<file path="config.mk">
export PLATFORM = sky130hd
export DESIGN_NAME = x86_segment_check_page_walk_flat
export DESIGN_NICKNAME = d
export VERILOG_FILES = /design/src/rtl/xsc_pkg.sv /design/src/rtl/xsc_if.sv /design/src/rtl/x86_segment_check_page_walk.sv /design/src/rtl/xsc_front.sv /design/src/rtl/xsc_queue.sv /design/src/rtl/xsc_back.sv /design/src/flat_wrapper.sv
export SDC_FILE = /design/constraint.sdc
export NUM_CORES = 1
export LEC_CHECK = 0
export ABC_AREA = 1
export BUFFER_PORTS_ARGS = -buffer_cell sky130_fd_sc_hd__buf_2
export CORE_MARGIN = 2
export CORE_UTILIZATION = 58
export CTS_BUF_LIST = sky130_fd_sc_hd__clkbuf_8
export CTS_CLUSTER_SIZE = 12
export DETAILED_ROUTE_END_ITERATION = 10
export PLACE_DENSITY = 0.81
export SLEW_MARGIN = 5
export SYNTH_ARGS = -nofsm -noshare
export SYNTH_HDL_FRONTEND = slang
export SYNTH_SLANG_ARGS = --single-unit
</file>
<file path="constraint.sdc">
create_clock -name clk -period 4.7 [get_ports clk]
set_input_delay 0.235 -clock clk [delete_from_list [all_inputs] [get_ports clk]]
set_output_delay 0.235 -clock clk [all_outputs]
set_load 0.01 [all_outputs]
</file>
<file path="src/rtl/xsc_pkg.sv">
// package for the segment check and page walk block
// types and codes shared by the rtl files other than the interfaces
`timescale 1ns / 1ps
package xsc_pkg;
  localparam int unsigned QueueDepth = 2;

  localparam logic [1:0] RK_READ  = 2'd0;
  localparam logic [1:0] RK_DONE  = 2'd1;
  localparam logic [1:0] RK_FAULT = 2'd2;

  localparam logic [1:0] FC_GP = 2'd0;
  localparam logic [1:0] FC_SS = 2'd1;
  localparam logic [1:0] FC_PF = 2'd2;

  localparam logic [1:0] AK_READ  = 2'd0;
  localparam logic [1:0] AK_WRITE = 2'd1;
  localparam logic [1:0] AK_EXEC  = 2'd2;

  localparam logic [0:0] CMD_REQ  = 1'b0;
  localparam logic [0:0] CMD_RESP = 1'b1;

  localparam logic [0:0] REG_PAGING  = 1'b0;
  localparam logic [0:0] REG_DIRBASE = 1'b1;

  typedef enum logic [1:0] {PH_IDLE, PH_DIR, PH_TBL} walk_phase_t;

  // classified item passed from front to back
  typedef struct packed {
    logic        is_resp;
    logic        seg_fault;
    logic [1:0]  fcode;
    logic        paging;
    logic [1:0]  kind;
    logic [1:0]  cpl;
    logic [31:0] linear;
    logic [31:0] data;
  } xsc_cmd_t;

  typedef struct packed {
    logic [1:0]  result_kind;
    logic [31:0] mem_address;
    logic [31:0] physical_address;
    logic [1:0]  fault_code;
    logic [2:0]  pf_error_bits;
    logic [31:0] fault_linear_address;
  } xsc_res_t;
endpackage

</file>
<file path="src/rtl/xsc_if.sv">
// valid/ready channel interfaces for the block
// depends on nothing
`timescale 1ns / 1ps
interface xsc_in_if;
  logic        valid;
  logic        ready;
  logic        command;
  logic [1:0]  access_kind;
  logic [31:0] offset;
  logic [31:0] seg_base;
  logic [19:0] seg_limit_raw;
  logic [15:0] descriptor_flags;
  logic [1:0]  selector_rpl;
  logic        is_stack_segment;
  logic [1:0]  current_privilege;
  logic [31:0] read_data;
  modport source (output valid, command, access_kind, offset, seg_base, seg_limit_raw,
                  descriptor_flags, selector_rpl, is_stack_segment, current_privilege,
                  read_data, input ready);
  modport sink (input valid, command, access_kind, offset, seg_base, seg_limit_raw,
                descriptor_flags, selector_rpl, is_stack_segment, current_privilege,
                read_data, output ready);
endinterface

interface xsc_out_if;
  logic        valid;
  logic        ready;
  logic [1:0]  result_kind;
  logic [31:0] mem_address;
  logic [31:0] physical_address;
  logic [1:0]  fault_code;
  logic [2:0]  pf_error_bits;
  logic [31:0] fault_linear_address;
  modport source (output valid, result_kind, mem_address, physical_address, fault_code,
                  pf_error_bits, fault_linear_address, input ready);
  modport sink (input valid, result_kind, mem_address, physical_address, fault_code,
                pf_error_bits, fault_linear_address, output ready);
endinterface

interface xsc_cfg_if;
  logic        valid;
  logic        ready;
  logic [0:0]  index;
  logic [31:0] data;
  modport source (output valid, index, data, input ready);
  modport sink (input valid, index, data, output ready);
endinterface

</file>
<file path="src/rtl/x86_segment_check_page_walk.sv">
// path: a request passes the front stage register, the queue and the result register in turn
// throughput: one item per cycle while out_ch.ready holds; front stage, 2-entry queue and result register decouple
// each walk needs one or two memory responses fed back as response items
// reset: synchronous active-low rst_n clears walk state, queue and config registers
// top level, depends on xsc_pkg, xsc_if, xsc_front, xsc_queue, xsc_back
`timescale 1ns / 1ps
module x86_segment_check_page_walk #(
  parameter int unsigned QUEUE_DEPTH = xsc_pkg::QueueDepth
) (
  input logic clk,
  input logic rst_n,
  xsc_in_if.sink   in_ch,
  xsc_out_if.source out_ch,
  xsc_cfg_if.sink  cfg_ch
);
  logic        paging_r;
  logic [19:0] dir_frame_r;
  logic        fq_valid, fq_ready, bq_valid, bq_ready;
  xsc_pkg::xsc_cmd_t fq_cmd, bq_cmd;
  xsc_pkg::xsc_res_t res;

  // config registers
  assign cfg_ch.ready = 1'b1;
  always_ff @(posedge clk) begin
    if (!rst_n) begin
      paging_r <= 1'b0;
      dir_frame_r <= '0;
    end else if (cfg_ch.valid) begin
      case (cfg_ch.index)
        xsc_pkg::REG_PAGING:  paging_r <= cfg_ch.data[0];
        xsc_pkg::REG_DIRBASE: dir_frame_r <= cfg_ch.data[19:0];
        default: ;
      endcase
    end
  end

  xsc_front u_front (
    .clk, .rst_n,
    .in_valid(in_ch.valid), .in_ready(in_ch.ready), .command(in_ch.command),
    .access_kind(in_ch.access_kind), .offset(in_ch.offset), .seg_base(in_ch.seg_base),
    .seg_limit_raw(in_ch.seg_limit_raw), .descriptor_flags(in_ch.descriptor_flags),
    .selector_rpl(in_ch.selector_rpl), .is_stack_segment(in_ch.is_stack_segment),
    .current_privilege(in_ch.current_privilege), .read_data(in_ch.read_data),
    .paging_enable(paging_r),
    .q_valid(fq_valid), .q_ready(fq_ready), .q_cmd(fq_cmd)
  );

  xsc_queue #(.DEPTH(QUEUE_DEPTH)) u_queue (
    .clk, .rst_n,
    .wr_valid(fq_valid), .wr_ready(fq_ready), .wr_cmd(fq_cmd),
    .rd_valid(bq_valid), .rd_ready(bq_ready), .rd_cmd(bq_cmd)
  );

  xsc_back u_back (
    .clk, .rst_n,
    .q_valid(bq_valid), .q_ready(bq_ready), .q_cmd(bq_cmd),
    .page_dir_frame(dir_frame_r),
    .res_valid(out_ch.valid), .res_ready(out_ch.ready), .res(res)
  );

  assign out_ch.result_kind = res.result_kind;
  assign out_ch.mem_address = res.mem_address;
  assign out_ch.physical_address = res.physical_address;
  assign out_ch.fault_code = res.fault_code;
  assign out_ch.pf_error_bits = res.pf_error_bits;
  assign out_ch.fault_linear_address = res.fault_linear_address;
endmodule

</file>
<file path="src/rtl/xsc_front.sv">
// front: segment type, limit and privilege checks, linear address
// depends on xsc_pkg
`timescale 1ns / 1ps
module xsc_front (
  input  logic                 clk,
  input  logic                 rst_n,
  input  logic                 in_valid,
  output logic                 in_ready,
  input  logic                 command,
  input  logic [1:0]           access_kind,
  input  logic [31:0]          offset,
  input  logic [31:0]          seg_base,
  input  logic [19:0]          seg_limit_raw,
  input  logic [15:0]          descriptor_flags,
  input  logic [1:0]           selector_rpl,
  input  logic                 is_stack_segment,
  input  logic [1:0]           current_privilege,
  input  logic [31:0]          read_data,
  input  logic                 paging_enable,
  output logic                 q_valid,
  input  logic                 q_ready,
  output xsc_pkg::xsc_cmd_t    q_cmd
);
  logic        cd, exe, b2, rw, big, gran;
  logic [1:0]  dpl, kind;
  logic [31:0] lim, upper;
  logic        type_bad, lim_bad, priv_bad;
  xsc_pkg::xsc_cmd_t cmd_nxt, cmd_r;
  logic        valid_r;

  // decode descriptor and run the three checks
  always_comb begin
    cd   = descriptor_flags[4];
    exe  = descriptor_flags[3];
    b2   = descriptor_flags[2];
    rw   = descriptor_flags[1];
    big  = descriptor_flags[14];
    gran = descriptor_flags[15];
    dpl  = descriptor_flags[6:5];
    kind = (access_kind == 2'd3) ? xsc_pkg::AK_READ : access_kind;
    if (exe) begin
      type_bad = cd && (kind == xsc_pkg::AK_WRITE || (kind == xsc_pkg::AK_READ && !rw));
    end else begin
      type_bad = cd && ((kind == xsc_pkg::AK_WRITE && !rw) || kind == xsc_pkg::AK_EXEC);
    end
    lim   = gran ? {seg_limit_raw, 12'hfff} : {12'd0, seg_limit_raw};
    upper = big ? 32'hffffffff : 32'h0000ffff;
    if (kind != xsc_pkg::AK_EXEC && b2) begin
      lim_bad = (offset <= lim) || (offset > upper);
    end else begin
      lim_bad = offset > lim;
    end
    priv_bad = cd && !(exe && b2) && (dpl < current_privilege || dpl < selector_rpl);
    cmd_nxt.is_resp   = command == xsc_pkg::CMD_RESP;
    cmd_nxt.seg_fault = type_bad || lim_bad || priv_bad;
    cmd_nxt.fcode     = (!type_bad && lim_bad && is_stack_segment) ? xsc_pkg::FC_SS
                                                                   : xsc_pkg::FC_GP;
    cmd_nxt.paging    = paging_enable;
    cmd_nxt.kind      = kind;
    cmd_nxt.cpl       = current_privilege;
    cmd_nxt.linear    = seg_base + offset;
    cmd_nxt.data      = read_data;
  end

  // single output stage register
  assign in_ready = !valid_r || q_ready;
  always_ff @(posedge clk) begin
    if (!rst_n) begin
      valid_r <= 1'b0;
    end else if (in_ready) begin
      valid_r <= in_valid;
    end
  end
  always_ff @(posedge clk) begin
    if (in_ready && in_valid) begin
      cmd_r <= cmd_nxt;
    end
  end
  assign q_valid = valid_r;
  assign q_cmd   = cmd_r;
endmodule

</file>
<file path="src/rtl/xsc_queue.sv">
// short fifo between front and back
// depends on xsc_pkg
`timescale 1ns / 1ps
module xsc_queue #(
  parameter int unsigned DEPTH = xsc_pkg::QueueDepth
) (
  input  logic              clk,
  input  logic              rst_n,
  input  logic              wr_valid,
  output logic              wr_ready,
  input  xsc_pkg::xsc_cmd_t wr_cmd,
  output logic              rd_valid,
  input  logic              rd_ready,
  output xsc_pkg::xsc_cmd_t rd_cmd
);
  localparam int unsigned AW = (DEPTH > 1) ? $clog2(DEPTH) : 1;
  xsc_pkg::xsc_cmd_t   mem_r [DEPTH];
  logic [AW-1:0]       wp_r, rp_r;
  logic [AW:0]         cnt_r;
  logic                push, pop;

  assign wr_ready = cnt_r != (AW+1)'(DEPTH);
  assign rd_valid = cnt_r != '0;
  assign push = wr_valid && wr_ready;
  assign pop  = rd_valid && rd_ready;
  assign rd_cmd = mem_r[rp_r];

  // pointers and fill count
  always_ff @(posedge clk) begin
    if (!rst_n) begin
      wp_r  <= '0;
      rp_r  <= '0;
      cnt_r <= '0;
    end else begin
      if (push) wp_r <= (wp_r == AW'(DEPTH-1)) ? '0 : wp_r + 1'b1;
      if (pop)  rp_r <= (rp_r == AW'(DEPTH-1)) ? '0 : rp_r + 1'b1;
      cnt_r <= cnt_r + (AW+1)'(push) - (AW+1)'(pop);
    end
  end
  always_ff @(posedge clk) begin
    if (push) mem_r[wp_r] <= wr_cmd;
  end
endmodule

</file>
<file path="src/rtl/xsc_back.sv">
// back: walk state machine and result register
// depends on xsc_pkg
`timescale 1ns / 1ps
module xsc_back (
  input  logic              clk,
  input  logic              rst_n,
  input  logic              q_valid,
  output logic              q_ready,
  input  xsc_pkg::xsc_cmd_t q_cmd,
  input  logic [19:0]       page_dir_frame,
  output logic              res_valid,
  input  logic              res_ready,
  output xsc_pkg::xsc_res_t res
);
  xsc_pkg::walk_phase_t ph_r, ph_nxt;
  logic [31:0] lin_r, lin_nxt, dir_r;
  logic [1:0]  kind_r, kind_nxt, cpl_r, cpl_nxt;
  logic        rv_r, rv_nxt, take, user, wr;
  logic [2:0]  ebase;
  logic [31:0] both;
  xsc_pkg::xsc_res_t res_r, res_nxt;

  assign q_ready = !rv_r || res_ready;
  assign take = q_valid && q_ready;
  assign user = cpl_r == 2'd3;
  assign wr   = kind_r == xsc_pkg::AK_WRITE;
  assign ebase = {user, wr, 1'b0};
  assign both = dir_r & q_cmd.data;

  // next walk state
  always_comb begin
    ph_nxt = ph_r;
    lin_nxt = lin_r;
    kind_nxt = kind_r;
    cpl_nxt = cpl_r;
    if (take) begin
      if (!q_cmd.is_resp) begin
        ph_nxt = xsc_pkg::PH_IDLE;
        if (!q_cmd.seg_fault) begin
          lin_nxt = q_cmd.linear;
          if (q_cmd.paging) begin
            ph_nxt = xsc_pkg::PH_DIR;
            kind_nxt = q_cmd.kind;
            cpl_nxt = q_cmd.cpl;
          end
        end
      end else begin
        case (ph_r)
          xsc_pkg::PH_DIR: ph_nxt = q_cmd.data[0] ? xsc_pkg::PH_TBL : xsc_pkg::PH_IDLE;
          xsc_pkg::PH_TBL: ph_nxt = xsc_pkg::PH_IDLE;
          default:         ph_nxt = ph_r;
        endcase
      end
    end
  end

  // result for the item taken
  always_comb begin
    res_nxt = '0;
    rv_nxt = rv_r && !res_ready;
    if (take) begin
      rv_nxt = 1'b1;
      if (!q_cmd.is_resp) begin
        if (q_cmd.seg_fault) begin
          res_nxt.result_kind = xsc_pkg::RK_FAULT;
          res_nxt.fault_code  = q_cmd.fcode;
        end else if (!q_cmd.paging) begin
          res_nxt.result_kind = xsc_pkg::RK_DONE;
          res_nxt.physical_address = q_cmd.linear;
        end else begin
          res_nxt.result_kind = xsc_pkg::RK_READ;
          res_nxt.mem_address = {page_dir_frame, 12'd0} + {20'd0, q_cmd.linear[31:22], 2'b00};
        end
      end else begin
        case (ph_r)
          xsc_pkg::PH_DIR: begin
            if (!q_cmd.data[0]) begin
              res_nxt.result_kind = xsc_pkg::RK_FAULT;
              res_nxt.fault_code = xsc_pkg::FC_PF;
              res_nxt.pf_error_bits = ebase;
              res_nxt.fault_linear_address = lin_r;
            end else begin
              res_nxt.result_kind = xsc_pkg::RK_READ;
              res_nxt.mem_address = {q_cmd.data[31:12], 12'd0} +
                                    {20'd0, lin_r[21:12], 2'b00};
            end
          end
          xsc_pkg::PH_TBL: begin
            if (!q_cmd.data[0] || (user && !both[2]) || (user && wr && !both[1])) begin
              res_nxt.result_kind = xsc_pkg::RK_FAULT;
              res_nxt.fault_code = xsc_pkg::FC_PF;
              res_nxt.pf_error_bits = ebase | {2'b00, q_cmd.data[0]};
              res_nxt.fault_linear_address = lin_r;
            end else begin
              res_nxt.result_kind = xsc_pkg::RK_DONE;
              res_nxt.physical_address = {q_cmd.data[31:12], lin_r[11:0]};
            end
          end
          default: rv_nxt = rv_r && !res_ready;
        endcase
      end
    end
  end

  always_ff @(posedge clk) begin
    if (!rst_n) begin
      ph_r <= xsc_pkg::PH_IDLE;
      lin_r <= '0;
      kind_r <= '0;
      cpl_r <= '0;
      rv_r <= 1'b0;
    end else begin
      ph_r <= ph_nxt;
      lin_r <= lin_nxt;
      kind_r <= kind_nxt;
      cpl_r <= cpl_nxt;
      rv_r <= rv_nxt;
    end
  end
  // payload registers
  always_ff @(posedge clk) begin
    if (take && q_cmd.is_resp && ph_r == xsc_pkg::PH_DIR) dir_r <= q_cmd.data;
    if (take) res_r <= res_nxt;
  end
  assign res_valid = rv_r;
  assign res = res_r;
endmodule

</file>
<file path="src/flat_wrapper.sv">
// flat-port wrapper written by rule: the top's interface ports become plain ports
module x86_segment_check_page_walk_flat 
#(
  parameter int unsigned QUEUE_DEPTH = xsc_pkg::QueueDepth
)
  (clk, rst_n, in_ch_valid, in_ch_command, in_ch_access_kind, in_ch_offset, in_ch_seg_base, in_ch_seg_limit_raw, in_ch_descriptor_flags, in_ch_selector_rpl, in_ch_is_stack_segment, in_ch_current_privilege, in_ch_read_data, in_ch_ready, out_ch_valid, out_ch_result_kind, out_ch_mem_address, out_ch_physical_address, out_ch_fault_code, out_ch_pf_error_bits, out_ch_fault_linear_address, out_ch_ready, cfg_ch_valid, cfg_ch_index, cfg_ch_data, cfg_ch_ready);
  xsc_in_if in_ch_i ();
  xsc_out_if out_ch_i ();
  xsc_cfg_if cfg_ch_i ();
  input logic clk;
  input logic rst_n;
  input wire logic [$bits(in_ch_i.valid)-1:0] in_ch_valid;
  input wire logic [$bits(in_ch_i.command)-1:0] in_ch_command;
  input wire logic [$bits(in_ch_i.access_kind)-1:0] in_ch_access_kind;
  input wire logic [$bits(in_ch_i.offset)-1:0] in_ch_offset;
  input wire logic [$bits(in_ch_i.seg_base)-1:0] in_ch_seg_base;
  input wire logic [$bits(in_ch_i.seg_limit_raw)-1:0] in_ch_seg_limit_raw;
  input wire logic [$bits(in_ch_i.descriptor_flags)-1:0] in_ch_descriptor_flags;
  input wire logic [$bits(in_ch_i.selector_rpl)-1:0] in_ch_selector_rpl;
  input wire logic [$bits(in_ch_i.is_stack_segment)-1:0] in_ch_is_stack_segment;
  input wire logic [$bits(in_ch_i.current_privilege)-1:0] in_ch_current_privilege;
  input wire logic [$bits(in_ch_i.read_data)-1:0] in_ch_read_data;
  output wire logic [$bits(in_ch_i.ready)-1:0] in_ch_ready;
  output wire logic [$bits(out_ch_i.valid)-1:0] out_ch_valid;
  output wire logic [$bits(out_ch_i.result_kind)-1:0] out_ch_result_kind;
  output wire logic [$bits(out_ch_i.mem_address)-1:0] out_ch_mem_address;
  output wire logic [$bits(out_ch_i.physical_address)-1:0] out_ch_physical_address;
  output wire logic [$bits(out_ch_i.fault_code)-1:0] out_ch_fault_code;
  output wire logic [$bits(out_ch_i.pf_error_bits)-1:0] out_ch_pf_error_bits;
  output wire logic [$bits(out_ch_i.fault_linear_address)-1:0] out_ch_fault_linear_address;
  input wire logic [$bits(out_ch_i.ready)-1:0] out_ch_ready;
  input wire logic [$bits(cfg_ch_i.valid)-1:0] cfg_ch_valid;
  input wire logic [$bits(cfg_ch_i.index)-1:0] cfg_ch_index;
  input wire logic [$bits(cfg_ch_i.data)-1:0] cfg_ch_data;
  output wire logic [$bits(cfg_ch_i.ready)-1:0] cfg_ch_ready;
  assign in_ch_i.valid = in_ch_valid;
  assign in_ch_i.command = in_ch_command;
  assign in_ch_i.access_kind = in_ch_access_kind;
  assign in_ch_i.offset = in_ch_offset;
  assign in_ch_i.seg_base = in_ch_seg_base;
  assign in_ch_i.seg_limit_raw = in_ch_seg_limit_raw;
  assign in_ch_i.descriptor_flags = in_ch_descriptor_flags;
  assign in_ch_i.selector_rpl = in_ch_selector_rpl;
  assign in_ch_i.is_stack_segment = in_ch_is_stack_segment;
  assign in_ch_i.current_privilege = in_ch_current_privilege;
  assign in_ch_i.read_data = in_ch_read_data;
  assign in_ch_ready = in_ch_i.ready;
  assign out_ch_valid = out_ch_i.valid;
  assign out_ch_result_kind = out_ch_i.result_kind;
  assign out_ch_mem_address = out_ch_i.mem_address;
  assign out_ch_physical_address = out_ch_i.physical_address;
  assign out_ch_fault_code = out_ch_i.fault_code;
  assign out_ch_pf_error_bits = out_ch_i.pf_error_bits;
  assign out_ch_fault_linear_address = out_ch_i.fault_linear_address;
  assign out_ch_i.ready = out_ch_ready;
  assign cfg_ch_i.valid = cfg_ch_valid;
  assign cfg_ch_i.index = cfg_ch_index;
  assign cfg_ch_i.data = cfg_ch_data;
  assign cfg_ch_ready = cfg_ch_i.ready;
  x86_segment_check_page_walk #(.QUEUE_DEPTH(QUEUE_DEPTH)) u_core (.clk(clk), .rst_n(rst_n), .in_ch(in_ch_i), .out_ch(out_ch_i), .cfg_ch(cfg_ch_i));
endmodule
</file>
Word level (Yosys, flattened, before mapping)
Memory sizes are Yosys's and may differ from the RTL's. A register that Yosys moved wholly into a read port is not among the register bits.
Index checks and enable logic that the tools add are counted.

cells by class
  add/subtract/negate cells = 7
  magnitude comparators = 5
  equality and inequality tests = 10
  multiplexer cells = 37
  bitwise logic cells = 5
  reductions and logical operators = 46

operator list
  cell                  number
  $mux W32              8
  $mux W37              2
  $pmux W37 S2          1
  $mux W68              1
  $add A32 B12 Y32      2
  $gt A32 B32 Y1        2
  $mux W64              1
  $add A32 B32 Y32      1
  $le A32 B32 Y1        1
  $logic_and A1 B1 Y1   19
  $mux W1               15
  $mux W2               7
  $logic_or A1 B1 Y1    10
  $logic_not A1 Y1      9
  $eq A2 B2 Y1 const B  4
  $pmux W2 S2           2
  $eq A2 B1 Y1 const B  3
  $reduce_and A2 Y1     3
  $lt A2 B2 Y1          2
  $ne A2 B2 Y1 const B  2
  $reduce_and A4 Y1     1
  $and A3 B3 Y3         1
  $ne A3 B1 Y1 const B  1
  $not A1 Y1            3
  8 further kinds       9

word-level totals
  register bits after elaboration = 244
  memory bits (writable) = 146
  output and inout bits = 106
  memories = 1

memory list
  name                  depth  bits a word  rd ports  clocked after memory_dff  wr ports  line             text
  u_core.u_queue.mem_r  2      73           1         1                         1         xsc_queue.sv:17  xsc_pkg::xsc_cmd_t mem_r [DEPTH];

Depth between registers and ports, before layout
  depth after elaboration = 11
  gate-level depth with buffers = 18
  mapped depth without buffers = 17

By module
From an unflattened synthesis, not the netlist that was laid out.

second synthesis, totals
  cell total of the unflattened synthesis = 1557
  area, all modules = 18215.0 sq um

modules (own cells, without submodules)
  module                       instances  cells each  area each (sq um)
  xsc_queue                    1          263         5855.6
  xsc_back                     1          534         5838.1
  xsc_front                    1          662         5746.8
  x86_segment_check_page_walk  1          98          774.5

Worst setup path after synthesis
Ideal clock, no wire load.

  kind = register to register
  start point = reg u_core.u_queue.cnt_r[1]
  end point = mem u_core.u_queue.mem_r[0][0] in the netlist's numbering, enable pin
  data arrival time = 3.197 ns
  data required time = 4.215 ns
  setup slack = 1.019 ns
  stages on the path, launching flop included = 4
  path buffers = 0
  period minus slack after synthesis = 3.681 ns
  cells stage by stage = dfxtp_1 > inv_1 > o21ai_0 > nor2_1

between the ends
  word-level cells in the longest chain between the ends = 4

ends and longest elaborated chain
  what                           line             text
  start, declared                xsc_queue.sv:19  logic [AW:0] cnt_r;
  start signal, assigned         xsc_queue.sv:37  cnt_r <= cnt_r + (AW+1)'(push) - (AW+1)'(pop);
  $ne A2 B2 Y1                   xsc_queue.sv:22  assign wr_ready = cnt_r != (AW+1)'(DEPTH);
  $logic_and A1 B1 Y1            xsc_queue.sv:24  assign push = wr_valid && wr_ready;
  $mux W1                        xsc_queue.sv:41  if (push) mem_r[wp_r] <= wr_cmd;
  $mux W1 (implied by the code)  xsc_queue.sv:41
  end, declared                  xsc_queue.sv:17

Every way passes these cells.

==> summary.md <==
| Metric | Value |
|---|---|
| Starting density of the core | `about three fifths` |
| Vias in the first global route | `roughly 12k` |
| Initial antenna violation count | `0` |
| H-tree Lvls | `2` |
| CP Depth | `7` |
| Fraction of layout cells with a size suffix above 1 | `between 10% and 20%` |
| CP top delay family | `simple AND/OR/NAND/NOR gates` |
| Inserted Clock Buffers | `approximately 50` |
| Post-Syn Area | `between 15000 and 20000 µm²` |
| Leakage power | `roughly 8 nW` |
| Slew headroom | `roughly a fifth` |
| Worst slew pin tran | `roughly 1.2 ns` |
| Worst-path fanout max | `34` |
| Post-cts gate resize count | `0` |
| Commonest cells after routing, fill and taps aside | `292 x edfxtp_1, 251 x buf_2, 239 x nand2_1` |
| DP Wirelength | `about 27000 µm` |
| Row count | `61` |
| Count of different cell masters after synthesis | `45` |
| Crit path cell chain | `inv_2 -> or2_0 -> o21ai_2 -> nand2_2 -> inv_4 -> nand2_2 -> a21oi_1` |
| Largest net degree at the start of global routing | `between 100 and 150` |
| Yosys reg bits | `~360` |
| Synth Warn # | `0` |
| Die footprint | `29300 µm²` |
| Die Ht | `around 170 µm` |
| Outcome | `finished, final reports clean` |
| Num Clock Sinks | `between 300 and 400` |
| Post-route ant nets | `0` |
| Post-Route Setup TNS | `0 ns` |
| RePlAce Congestion | `0.976` |
| Worst Skew | `0.0309 ns` |
| Crit share post-route | `approximately three fifths` |
| Total track usage | `a little over a quarter` |
| First-pass GRT wire length | `roughly 60000 µm` |
| Clk_lat worst skew | `approximately 0.58 ns` |
| Remaining global-route overflow | `0` |
| Share of the yosys chip area belonging to registers | `~62%` |
| Final Hold Vio Count | `0` |
| Worst Setup End Kind | `flop` |
| Crit Path Class | `reg2reg` |
| CP arrival | `around 3.2 ns` |
| Core Region | `roughly 28000 µm²` |
| Startpoint types | `flop` |
| CTS clock-pin slew for the worst setup and hold paths | `roughly 0.070 ns` |
| Design internal power | `around 6.3 mW` |
| Area grow syn2layout | `18.6%` |
| Post-synth top area share | `approximately 54%` |
| Vias | `12.1k` |
| Post-DP Area | `17700 µm²` |
| Number of port buffers | `251` |
| Pwr Density | `485 nW/µm²` |
| Clock power frac | `approximately a quarter` |
| Synth top area cells | `edfxtp_1 54%, dfxtp_1 8.2%, ha_1 6.8%` |
| Commonest non-fill, non-tap cell in the layout | `edfxtp_1` |
| CTS tree | `built` |
| Clk root buf | `clkbuf_8` |
| Drt pass-1 iters | `9` |
| Die width | `171 µm` |
| Sw frac | `between 30 and 40%` |
| Drt wl/cell | `between 15 and 20 µm` |
| P_sw | `between 3 and 4 mW` |
| Worst setup endpoint | `u_core.u_back.lin_r[23]` |
| Async S/R FF share, synth | `0%` |
| Setup Buffers After CTS | `0` |
| Comb pwr share | `approximately a quarter` |
| Final WL | `roughly 40000 µm` |
| Tot Pwr | `9.33 mW` |
| Drt via density | `~5.6` |
| Max-Cap Viols | `0` |
| R2R depth | `7` |
| DR DRC count | `0` |
| Peak VDD IR | `~320 µV` |
| Yosys top cell by area | `edfxtp_1` |
| Clock tree buffer depth | `3` |
| Maximum clock rate | `367 MHz` |
| Number of flops mapped to enable cells by yosys | `292` |
| Mapped Cells | `roughly 1.4k` |
| # IOs | `approximately 280` |
| Flop pwr share | `slightly below 50%` |
| R2r endpoint | `u_core.u_back.lin_r[23]` |
| Synth Area per Inst | `between 10 and 15 µm²` |
| Starting DRC count in detailed routing | `around 990` |
| Max-slew violations | `0` |
| Setup Viol. Count Final | `0` |
| Worst min-delay path class | `in2reg` |
| Register-to-Register Setup Slack | `between 1.5 and 2 ns` |
| CP max stage delay | `approximately 0.69 ns` |
| Fin crit period | `between 2 and 3 ns` |
| Top_reg_cell synth | `edfxtp_1` |
| RSZ-0062 raised after global routing | `false` |
| Nets | `2018` |
| Final instance area | `19200 µm²` |
| Worst path required time | `5.19 ns` |
| Slowest-stage cell, CP | `dfxtp_4` |
| CP bufs+invs | `2` |
| Critical path's most frequent cell | `nand2_2` |
per-layer routing:
layer  up-vias  part of all wire, %  track usage (%)
li1       5693                    -                -
met4         0                  4.4             12.5
met1      5679                   40             34.0
met3       122                  7.9             5.34
met2       612                   48             46.2
met5         -                    0                0
logic make-up (layout without fill, tap and decap cells):
| family | after synthesis | in the layout | share of synthesized area (%) |
|---|---|---|---|
| and+or+nand+nor | 487 | 487 | 12.3 |
| DFF | 358 | 358 | 62.3 |
| AOI/OAI and AO/OA | 245 | 245 | 8.47 |
| buffers and inverters | 165 | 519 | 4.52 |
| adders and majority gates | 89 | 89 | 6.92 |
| muxes | 63 | 63 | 3.91 |
| xor gates and xnor gates | 29 | 29 | 1.57 |
| other | 2 | 4 | 0.0463 |
sequential cells by signal (all words and copies together) (netlist names), 2 cells and up, named ones only:
signal,flops
u_core.u_back.cpl_r,2
u_core.u_queue.cnt_r,2
u_core.u_back.dir_r,2
u_core.u_queue.mem_r,126
u_core.u_back.res,101
u_core.u_back.lin_r,32
u_core.u_front.q_cmd,63
u_core.u_back.kind_r,2
u_core.dir_frame_r,20
u_core.u_back.ph_r,2
metrics by stage:
step	setup slack [ns]	util (%)	hold slack (ns)	std cells
after floorplan	1.02	-	0.334	1439
after global placement	2.10	64.2	0.412	2026
after detailed placement	2.02	64.2	0.413	2026
after CTS	2.02	69.6	0.00572	2171
after global routing	1.80	69.6	0.0292	2171
final	1.97	69.6	0.0291	2172
final cells by class:
type | instances | area [µm²]
Tap cell | 378 | 473
Multi-Input combinational cell | 916 | 5420
Antenna cell | 1 | 2.50
Clock inverter | 37 | 180
Inverter | 116 | 438
Timing Repair Buffer | 308 | 1820
Sequential cell | 358 | 10100
Fill cell | 1975 | 8410
Clock buffer | 58 | 798
power groups by stage:
stage | logic (mW) | registers, mW | clock network (mW)
detailed placement | 2.35 | 4.65 | 0
CTS | 2.40 | 4.59 | 2.32
global route | 2.64 | 4.65 | 2.46
finish | 2.43 | 4.60 | 2.30
global placement | 2.29 | 4.62 | 0
floorplan | 1.31 | 4.76 | 0
Yosys cell counts (2+ instances only):
cell,number
nor2_1,146
nand3_1,64
a31oi_1,5
nand4_1,11
conb_1,2
inv_2,5
o211ai_1,2
or2_1,2
a21oi_1,98
ha_1,88
buf_4,5
xor2_1,22
buf_1,5
a21boi_0,3
o21ai_1,4
o21bai_1,6
inv_1,110
xnor2_1,7
o21ai_0,64
buf_2,17
nand2_2,4
nor3_1,15
dfxtp_1,66
clkbuf_1,12
a211oi_1,3
mux2i_1,62
nand2_1,239
a21o_1,8
o21a_1,4
edfxtp_1,292
buf_6,9
o21ai_2,4
o22ai_1,42
worst min-delay path by stage:
stage / startpoint / end / cells after the start
floorplan: in_ch_read_data[0] / u_core.u_front.q_cmd[0] / 0
global placement: in_ch_read_data[16] / u_core.u_front.q_cmd[16] / 1
detailed placement: in_ch_read_data[1] / u_core.u_front.q_cmd[1] / 1
CTS: in_ch_access_kind[0] / u_core.u_front.q_cmd[66] / 2
global route: in_ch_access_kind[0] / u_core.u_front.q_cmd[66] / 2
finish: in_ch_access_kind[0] / u_core.u_front.q_cmd[66] / 2
what timing repair did:
item,4_1_cts,5_1_grt
setup endpoints to repair,0,0
hold buffers,50,0
hold endpoints to repair,49,0
Power figures use the tool's default switching activity.
